### config.mk
export PLATFORM = sky130hd
export DESIGN_NAME = lsgm_cell
export DESIGN_NICKNAME = d
export VERILOG_FILES = /design/src/lsgm_pkg.sv /design/src/lsgm_cell.sv
export SDC_FILE = /design/constraint.sdc
export NUM_CORES = 1
export LEC_CHECK = 0
export BUFFER_PORTS_ARGS = -buffer_cell sky130_fd_sc_hd__buf_2
export CAP_MARGIN = 10
export CORE_ASPECT_RATIO = 0.8
export CORE_MARGIN = 4
export CORE_UTILIZATION = 49
export CTS_CLUSTER_DIAMETER = 50
export DETAILED_ROUTE_END_ITERATION = 8
export PLACE_DENSITY = 0.89
export SYNTH_ARGS = -nofsm -noshare
export SYNTH_HDL_FRONTEND = slang
export SYNTH_SLANG_ARGS = --single-unit
### constraint.sdc
create_clock -name clk -period 5.55 [get_ports clk]
set_input_delay 1.665 -clock clk [delete_from_list [all_inputs] [get_ports clk]]
set_output_delay 1.665 -clock clk [all_outputs]
set_load 0.03 [all_outputs]
### src/lsgm_pkg.sv
package lsgm_pkg;

  localparam int CFG_W = 13;
  localparam int GAP_W = 8;
  localparam int CFG_IDX_W = 2;
  localparam int GRP_OUT_W = 6;
  localparam int NEAR_W = GAP_W + 1;

  localparam logic [CFG_IDX_W-1:0] REG_IMAGE_WIDTH = 2'd0;
  localparam logic [CFG_IDX_W-1:0] REG_IMAGE_HEIGHT = 2'd1;
  localparam logic [CFG_IDX_W-1:0] REG_GROUP_GAP = 2'd2;

  localparam logic [CFG_W-1:0] IMAGE_WIDTH_RST = 13'd1024;
  localparam logic [CFG_W-1:0] IMAGE_HEIGHT_RST = 13'd1024;
  localparam logic [GAP_W-1:0] GROUP_GAP_RST = 8'd6;

  localparam int AXIS_SLACK = 5;
  localparam int EDGE_MARGIN = 10;

  typedef enum logic [1:0] {
    CELL_HOLD,
    CELL_PUSH,
    CELL_POP,
    CELL_SORT
  } cell_op_t;

  typedef struct packed {
    cell_op_t op;
    logic     phase;
    logic     key_sel;
  } cell_ctl_t;

  typedef enum logic [2:0] {
    ST_LOAD,
    ST_EMPTY,
    ST_SORT_MAIN,
    ST_GROUP,
    ST_SORT_CROSS,
    ST_EMIT
  } state_t;

endpackage

### src/lsgm_cell.sv
module lsgm_cell
  import lsgm_pkg::*;
#(
  parameter int IDX = 0,
  parameter int N = 64,
  parameter int CB = 12,
  parameter int OW = 6,
  localparam int RW = 2 + 2 * OW + 4 * CB
) (
  input  logic          clk,
  input  logic          rst,
  input  cell_ctl_t     ctl,
  input  logic [RW-1:0] lo_rec,
  input  logic [RW-1:0] hi_rec,
  output logic [RW-1:0] rec
);

  localparam int KW = 2 + OW + CB + OW;
  localparam logic PAR = ((IDX % 2) == 1);

  typedef struct packed {
    logic          valid;
    logic          horiz;
    logic [OW-1:0] order;
    logic [OW-1:0] gid;
    logic [CB-1:0] x0;
    logic [CB-1:0] y0;
    logic [CB-1:0] x1;
    logic [CB-1:0] y1;
  } rec_t;

  function automatic logic [KW-1:0] key_of(rec_t r, logic sel);
    logic [CB-1:0] main_c;
    logic [CB-1:0] minor_c;
    main_c = r.horiz ? r.y0 : r.x0;
    minor_c = r.horiz ? r.x0 : r.y0;
    if (sel) begin
      key_of = {~r.valid, r.horiz, r.gid, minor_c, r.order};
    end else begin
      key_of = {~r.valid, r.horiz, {OW{1'b0}}, main_c, r.order};
    end
  endfunction

  rec_t cur;
  rec_t lo;
  rec_t hi;
  rec_t cur_next;
  logic lower_role;
  logic upper_role;

  assign lo = rec_t'(lo_rec);
  assign hi = rec_t'(hi_rec);
  assign rec = cur;

  assign lower_role = (ctl.phase == PAR) && (IDX < N - 1);
  assign upper_role = (ctl.phase != PAR) && (IDX > 0);

  always_comb begin
    cur_next = cur;
    case (ctl.op)
      CELL_PUSH: cur_next = lo;
      CELL_POP:  cur_next = hi;
      CELL_SORT: begin
        if (lower_role && (key_of(cur, ctl.key_sel) > key_of(hi, ctl.key_sel))) begin
          cur_next = hi;
        end else if (upper_role && (key_of(lo, ctl.key_sel) > key_of(cur, ctl.key_sel))) begin
          cur_next = lo;
        end
      end
      default: cur_next = cur;
    endcase
  end

  always_ff @(posedge clk) begin
    if (rst) begin
      cur <= '0;
    end else begin
      cur <= cur_next;
    end
  end

endmodule

==> out/results.ini, run 1 <==
[synth]
yosys_warnings = 0
synth_area_leaders = dfxtp_1 28%, a221oi_2 20%, mux2i_1 17%
synth_cell_types = 36
synth_fp_nets = 564
ys_ff_latch = 62
yosysTopAreaCell = dfxtp_1
yosysSeqAreaShare_pct = 27.8
syn_inst = 406
syn-cell-area_um2 = 4460
syn_avg_cell_area_um2 = 11.0
yosysTopAreaCellShare_pct = 27.8

[setup_path]
cp_max_fo = 62
path_buf_inv = 2
cp_common_cell = nand2_1
critical_path.top_delay_family = compound AO/OA/AOI/OAI gates
cp_data_required_time_ps = 5680
cpPeakStageDelay_ps = 830
worst-path-stages = 11
worst_setup_path_end_kind = flip-flop
crit_chain = buf_2 -> xnor2_1 -> buf_4 -> mux2_2 -> ha_1 -> nand2_1 -> nor4_2 -> nand2_1 -> o2111ai_1 -> a21o_4 -> a221oi_1
reg2regPathDepth = 10
critPathKind = input pin to flip-flop
cp_slowest_cell = xnor2_1
worstPathArrival_ps = 5290
worstSetupStartpointType = input pin

[detailed_routing]
wl_per_cell_um = 17.6
wl_mm = 12.3
detail_route.iter0.violations = 228
drc_errors = 0
firstDrtPassIters = 4
via_per_inst = 5.65
detail-route-antenna-nets = 0
num_vias = 3945

[place]
hpwlAfterDp_mm = 9.23
port_buffers = 191
gp_congestion = 0.783

[clock_tree]
clk_pin_slew_worst_paths_ps = 50
postCtsHoldBufs = 0
cts-resized-gates = 0
cts_tree = built
cts_buffers = 9
clkSinkCount = 62
h-tree-depth = 3
cts_buffer_depth = 2
post_cts_buffers = 0
clk_latency_ps = 320
root_buffer = clkbuf_16

[run]
maxCapViolCount = 0

[grt]
grt_max_degree = 63
grt_pass1_vias = 3996
antenna_found_initial = 0
overflow = 0
grtUsageTotal_pct = 22.2
grt_pass1_wl_mm = 19.2

[layout]
largest_reg_flops = 62
fillCellCount = 726
diodes = 0
area_growth_pct = 23.1
drive_above_1_share_pct = 50.2
nNetsFinal = 739

[pwr]
leakage_uw = 0.00276
switchingPower_uw = 585
swShare_pct = 36.1
p_int_uw = 1030
ir_drop_uv = 163
p_clk_share_pct = 31.4
pwr-share-comb_pct = 35.5
total_power_uw = 1620
power_density_nw_per_um2 = 295
pwr-share-seq_pct = 33.1

[timing]
max_freq_mhz = 194
slew_headroom_pct = 29.0
period_share_pct = 92.9
finClkSkew_ps = 7.37
holdWs_ps = 541
slew_viol_final = 0
finalSetupTns_ps = 0
rsz0062_at_grt = false
setup-violations-final = 0
hold_violations = 0
worstMarginPinSlew_ps = 1060
finalCriticalPeriod_ps = 5160

[status]
status = complete, no violations

[worst_hold_path]
hold_depth = 2
hp-class = flip-flop to flip-flop

[floorplanning]
fp.coreArea_um2 = 8670
initial_core_util_pct = 51.4
die_area_um2 = 10700
dieWidth_um = 115
num_io_pins = 192
fp-row-count = 30
fp.dieH_um = 93.3

## cell families after synthesis
family | after synthesis | synth area share (%)
AOI/OAI and AO/OA | 84 | 23.6
xor gates and xnor gates | 2 | 0.393
adders and majority gates | 28 | 7.85
buffers and inverters | 46 | 11.0
DFF | 62 | 27.8
muxes | 86 | 19.6
and+or+nand+nor | 98 | 9.73
## path summary, 6_finish.rpt
kind / from / endpoint / slack, ps
max: ctl[0] / rec[8] / 390
min: rec[14] / rec[14] / 540
max reg2reg: rec[60] / rec[8] / 1500
min reg2reg: rec[14] / rec[14] / 540
## metrics by stage
step	utilization, %	setup WS [ps]	instances	area [um^2]
final	63.3	392	698	5490
after floorplan	-	1040	406	4460
after global placement	60.2	180	682	5220
after global routing	63.3	148	698	5490
after detailed placement	60.2	11.3	682	5220
after CTS	63.3	379	698	5490
## synth_stat cells, drive strengths merged
master and number:
xor2 1, a22oi 1, mux2i 74, clkbuf 19
dlygate4sd1 1, ha 28, nor4 1, nand3 1
mux2 12, nand2b 1, a21o 1, o2111ai 1
buf 13, o41a 1, a21oi 10, and2b 1
or2b 1, nor2 67, xnor2 1, dlygate4sd3 2
o21ai 5, inv 11, nand4 4, nand2 16
dfxtp 62, and2 6, a211oi 2, a2111oi 1
a221oi 62
## cells in the final DEF, fill, tap and decap left out, types with 2 or more instances in the layout
cell type	count
mux2i_1	74
mux2_2	12
dfxtp_1	62
clkbuf_1	2
buf_2	190
inv_1	11
nor2_4	2
nand2_1	15
a221oi_2	60
clkinv_2	3
a211oi_1	2
buf_4	7
and2_1	6
nor2_1	65
o21ai_0	5
a21oi_1	10
a221oi_1	2
buf_12	2
clkbuf_16	9
nand4_1	3
ha_1	28
## metal layers
layer	part of all wire (%)	global-route usage, %
met1	41	27.1
met2	48	38.7
met3	9.0	6.34
met4	1.3	5.14
met5	0	0
## final cells by class
class / count / area [um^2] / area share [%]
clock inverter: 4 / 22.5 / 0.410
inverter: 11 / 41.3 / 0.752
clock buffer: 12 / 246 / 4.49
timing repair buffer: 199 / 1040 / 19.0
multi-input combinational: 298 / 2760 / 50.2
tap: 112 / 140 / 2.55
sequential: 62 / 1240 / 22.6
## worst min-delay path: cells and delay by family (launching register included)
kind / cells / cell delay, ps
compound gates: 1 / 60
flops: 1 / 310
simple gates: 1 / 120
## power by group through the flow
stage	registers [uW]	logic, uW	clock network (uW)
2_1_floorplan	641	337	0
3_3_place_gp	543	556	0
3_5_place_dp	544	577	0
4_1_cts	536	579	517
5_1_grt	542	623	537
6_report	536	575	508
(Power assumes the default switching activity.)
==> run 2, diff against run 1 <==
- ABC_AREA: default -> 1
- CORE_UTILIZATION: 49 -> 50
==> run 2 against run 1 <==
Flip-flop and latch count is the same. Worst hold slack lost 6.5 ps. Final area grew 9.7%. Count of clock-buffer cells in the layout shrank 1.
==> out/results.ini, run 2 <==
[layout]
drive_above_1_share_pct = 37.7  ; -13 points
mostFrequentLayoutCell = buf_2
area_growth_pct = 26.0
largest_reg_flops = 62  ; unchanged
layout_common_cells = 191 x buf_2, 151 x nand2_1, 100 x inv_1
diodes = 0  ; unchanged
nNetsFinal = 1016  ; +37%

[grt]
grt_pass1_vias = 4538  ; +14%
antenna_found_initial = 0  ; unchanged
grt_pass1_wl_mm = 21.2  ; +10%
grtUsageTotal_pct = 23.0  ; +0.80 points
overflow = 0  ; unchanged
grt_max_degree = 68  ; +7.9%

[synth]
syn-cell-area_um2 = 4780  ; +7.2%
synth_fp_nets = 852  ; +51%
yosysTopAreaCell = dfxtp_1
syn_inst = 694  ; +71%
synth_area_leaders = dfxtp_1 26%, nand2_1 12%, a21oi_2 11%
synth-edff-count = 0  ; unchanged
synth_cell_types = 23  ; -36%
yosysSeqAreaShare_pct = 26.0  ; -1.9 points
syn_avg_cell_area_um2 = 6.89  ; -37%
yosysMostFrequentCell = nand2_1
ys_async_sr_fraction_pct = 0  ; unchanged
ys_ff_latch = 62  ; unchanged
synthTopCellsByCount = 151 x nand2_1, 100 x inv_1, 74 x nor2_1
yosys_warnings = 0  ; unchanged
synth_ff_type = dfxtp_1
yosysTopAreaCellShare_pct = 26.0  ; -1.9 points

[pwr]
pwr-share-comb_pct = 34.4  ; -1.1 points
swShare_pct = 35.4  ; -0.75 points
p_clk_share_pct = 35.1  ; +3.7 points
leakage_uw = 0.00325  ; +18%
ir_drop_uv = 173  ; +6.4%
p_int_uw = 1130  ; +9.3%
power_density_nw_per_um2 = 290  ; -1.6%
switchingPower_uw = 619  ; +5.8%
pwr-share-seq_pct = 30.5  ; -2.6 points

[worst_hold_path]
hold_start = rec[18]
hp-class = flip-flop to flip-flop
hold_depth = 4  ; +2

[timing]
fin_ws_ps = 1290  ; +896 ps
worstMarginPinSlew_ps = 1080  ; +20.0 ps
period_share_pct = 76.8  ; -16 points
finClkSkew_ps = 6.84  ; -0.531 ps
slew_viol_final = 0  ; unchanged
setup-violations-final = 0  ; unchanged
finalCriticalPeriod_ps = 4260  ; -896 ps
slew_headroom_pct = 28.1  ; -0.93 points
rsz0062_at_grt = false
finalSetupTns_ps = 0  ; unchanged
hold_violations = 0  ; unchanged
max_freq_mhz = 235  ; +21%

[setup_path]
reg2regPathDepth = 14  ; +4
rrSetupSlack_ps = 2470  ; +970 ps
worstSetupStartpointType = input pin
worstPathArrival_ps = 4480  ; -810 ps
cp_data_required_time_ps = 5770  ; +90 ps
critPathKind = input pin to flip-flop
r2r-end = rec[8]
worstSetupStartpoint = ctl[0]
cp_max_fo = 48  ; -23%
regToRegStartpoint = rec[60]
worst_setup_path_end_kind = flip-flop
crit_path_end = rec[8]

[clock_tree]
postCtsHoldBufs = 0  ; unchanged
root_buffer = clkbuf_16
clkSinkCount = 62  ; unchanged
clk_latency_ps = 330  ; about the same
cts-resized-gates = 0  ; unchanged
h-tree-depth = 3  ; unchanged
cts_buffers = 9  ; unchanged
cts_tree = built
cts_buffer_depth = 2  ; unchanged
post_cts_buffers = 0  ; unchanged
clk_pin_slew_worst_paths_ps = 50  ; about the same

[detailed_routing]
wl_per_cell_um = 13.3  ; -24%
firstDrtPassIters = 5  ; +1
detail_route.iter0.violations = 321  ; +41%
detail-route-antenna-nets = 0  ; unchanged
drc_errors = 0  ; unchanged
wl_mm = 13.0  ; +5.9%
num_vias = 4891  ; +24%
via_per_inst = 5.00  ; -12%

[floorplanning]
initial_core_util_pct = 52.0  ; +0.55 points
fp.dieH_um = 95.5  ; +2.3%
fp.coreArea_um2 = 9190  ; +6.0%
dieWidth_um = 117  ; +2.3%
num_io_pins = 192  ; unchanged
die_area_um2 = 11200  ; +4.6%
fp-row-count = 31  ; +3.3%

[status]
status = complete, no violations

[place]
pre_cts_ws_ps = 954  ; +943 ps
gp_congestion = 0.898  ; +15%
hpwlAfterDp_mm = 9.64  ; +4.4%
port_buffers = 191  ; unchanged

[run]
maxCapViolCount = 0  ; unchanged

-- run 2: cell count changes in the layout (fill, tap and decap cells not counted), moves of 3 or more --
cell / change
a221oi_2: -60
and2_1: -6
clkinv_2: -3
o21ai_0: +38
nand3_1: +64
nand2_1: +136
nor2_1: +8
mux2_2: +32
inv_1: +89
mux2i_1: -74
a21oi_2: +60
-- run 2: kinds of logic (layout without fill, tap and decap cells) --
logic type	after synthesis	after routing	share of synthesized area (%)
fa+ha+maj	28	28	7.33
simple gates	296	296	25.5
buf+inv	148	317	13.8
xor+xnor	2	2	0.367
compound gates	114	114	16.7
flops	62	62	26.0
mux	44	44	10.4
-- run 2: cell type report --
| type | count | area (um^2) |
|---|---|---|
| fill | 834 | 3170 |
| multi-input combinational | 484 | 2890 |
| sequential | 62 | 1240 |
| timing repair buffer | 199 | 1040 |
| inverter | 102 | 383 |
| clock buffer | 11 | 243 |
| tap | 115 | 144 |
| clock inverter | 5 | 82.6 |
-- run 2: routing by layer --
| layer | track usage, % | vias to the layer above | wire, um |
|---|---|---|---|
| met3 | 7.06 | 21 | 1090 |
| met2 | 38.7 | 178 | 6040 |
| met5 | 0 | - | 0 |
| met4 | 8.40 | 0 | 275 |
| li1 | - | 2538 | - |
| met1 | 28.2 | 2154 | 5590 |
-- run 2: worst max-delay path: stages --
cell and delay (ps):
buf_2 230, xor2_1 170, buf_4 260, o21ai_0 120, ha_1 300, nand2_1 60
nor2_1 170, nand3_1 150, nor3_2 170, nor2_1 80, nand2_4 460, buf_12 320
nand3_1 110, nand2_1 110, nor2_1 60
-- run 2: how the worst min path moves through the flow --
| stage | slack, ps | end |
|---|---|---|
| final | 530 | rec[18] |
| after global routing | 580 | rec[20] |
| after CTS | 540 | rec[18] |
| after detailed placement | 530 | rec[18] |
| after global placement | 520 | rec[19] |
| after floorplan | 660 | rec[0] |
-- run 2: power groups by stage --
stage / Combinational [uW] / Sequential [uW] / Clock [uW]
after floorplan: 336 / 641 / 0
after CTS: 603 / 533 / 625
after detailed placement: 599 / 542 / 0
final: 601 / 533 / 614
after global routing: 672 / 540 / 645
after global placement: 589 / 541 / 0
-- run 2: per-stage QoR --
step / utilization, % / instance area [um^2] / hold slack [ps] / std cells / power (uW)
finish: 65.5 / 6020 / 535 / 978 / 1750
global route: 65.5 / 6020 / 583 / 978 / 1860
CTS: 65.5 / 6020 / 538 / 978 / 1760
detailed placement: 62.0 / 5700 / 527 / 962 / 1140
global placement: 62.0 / 5700 / 523 / 962 / 1130
floorplan: - / 4780 / 660 / 694 / 977
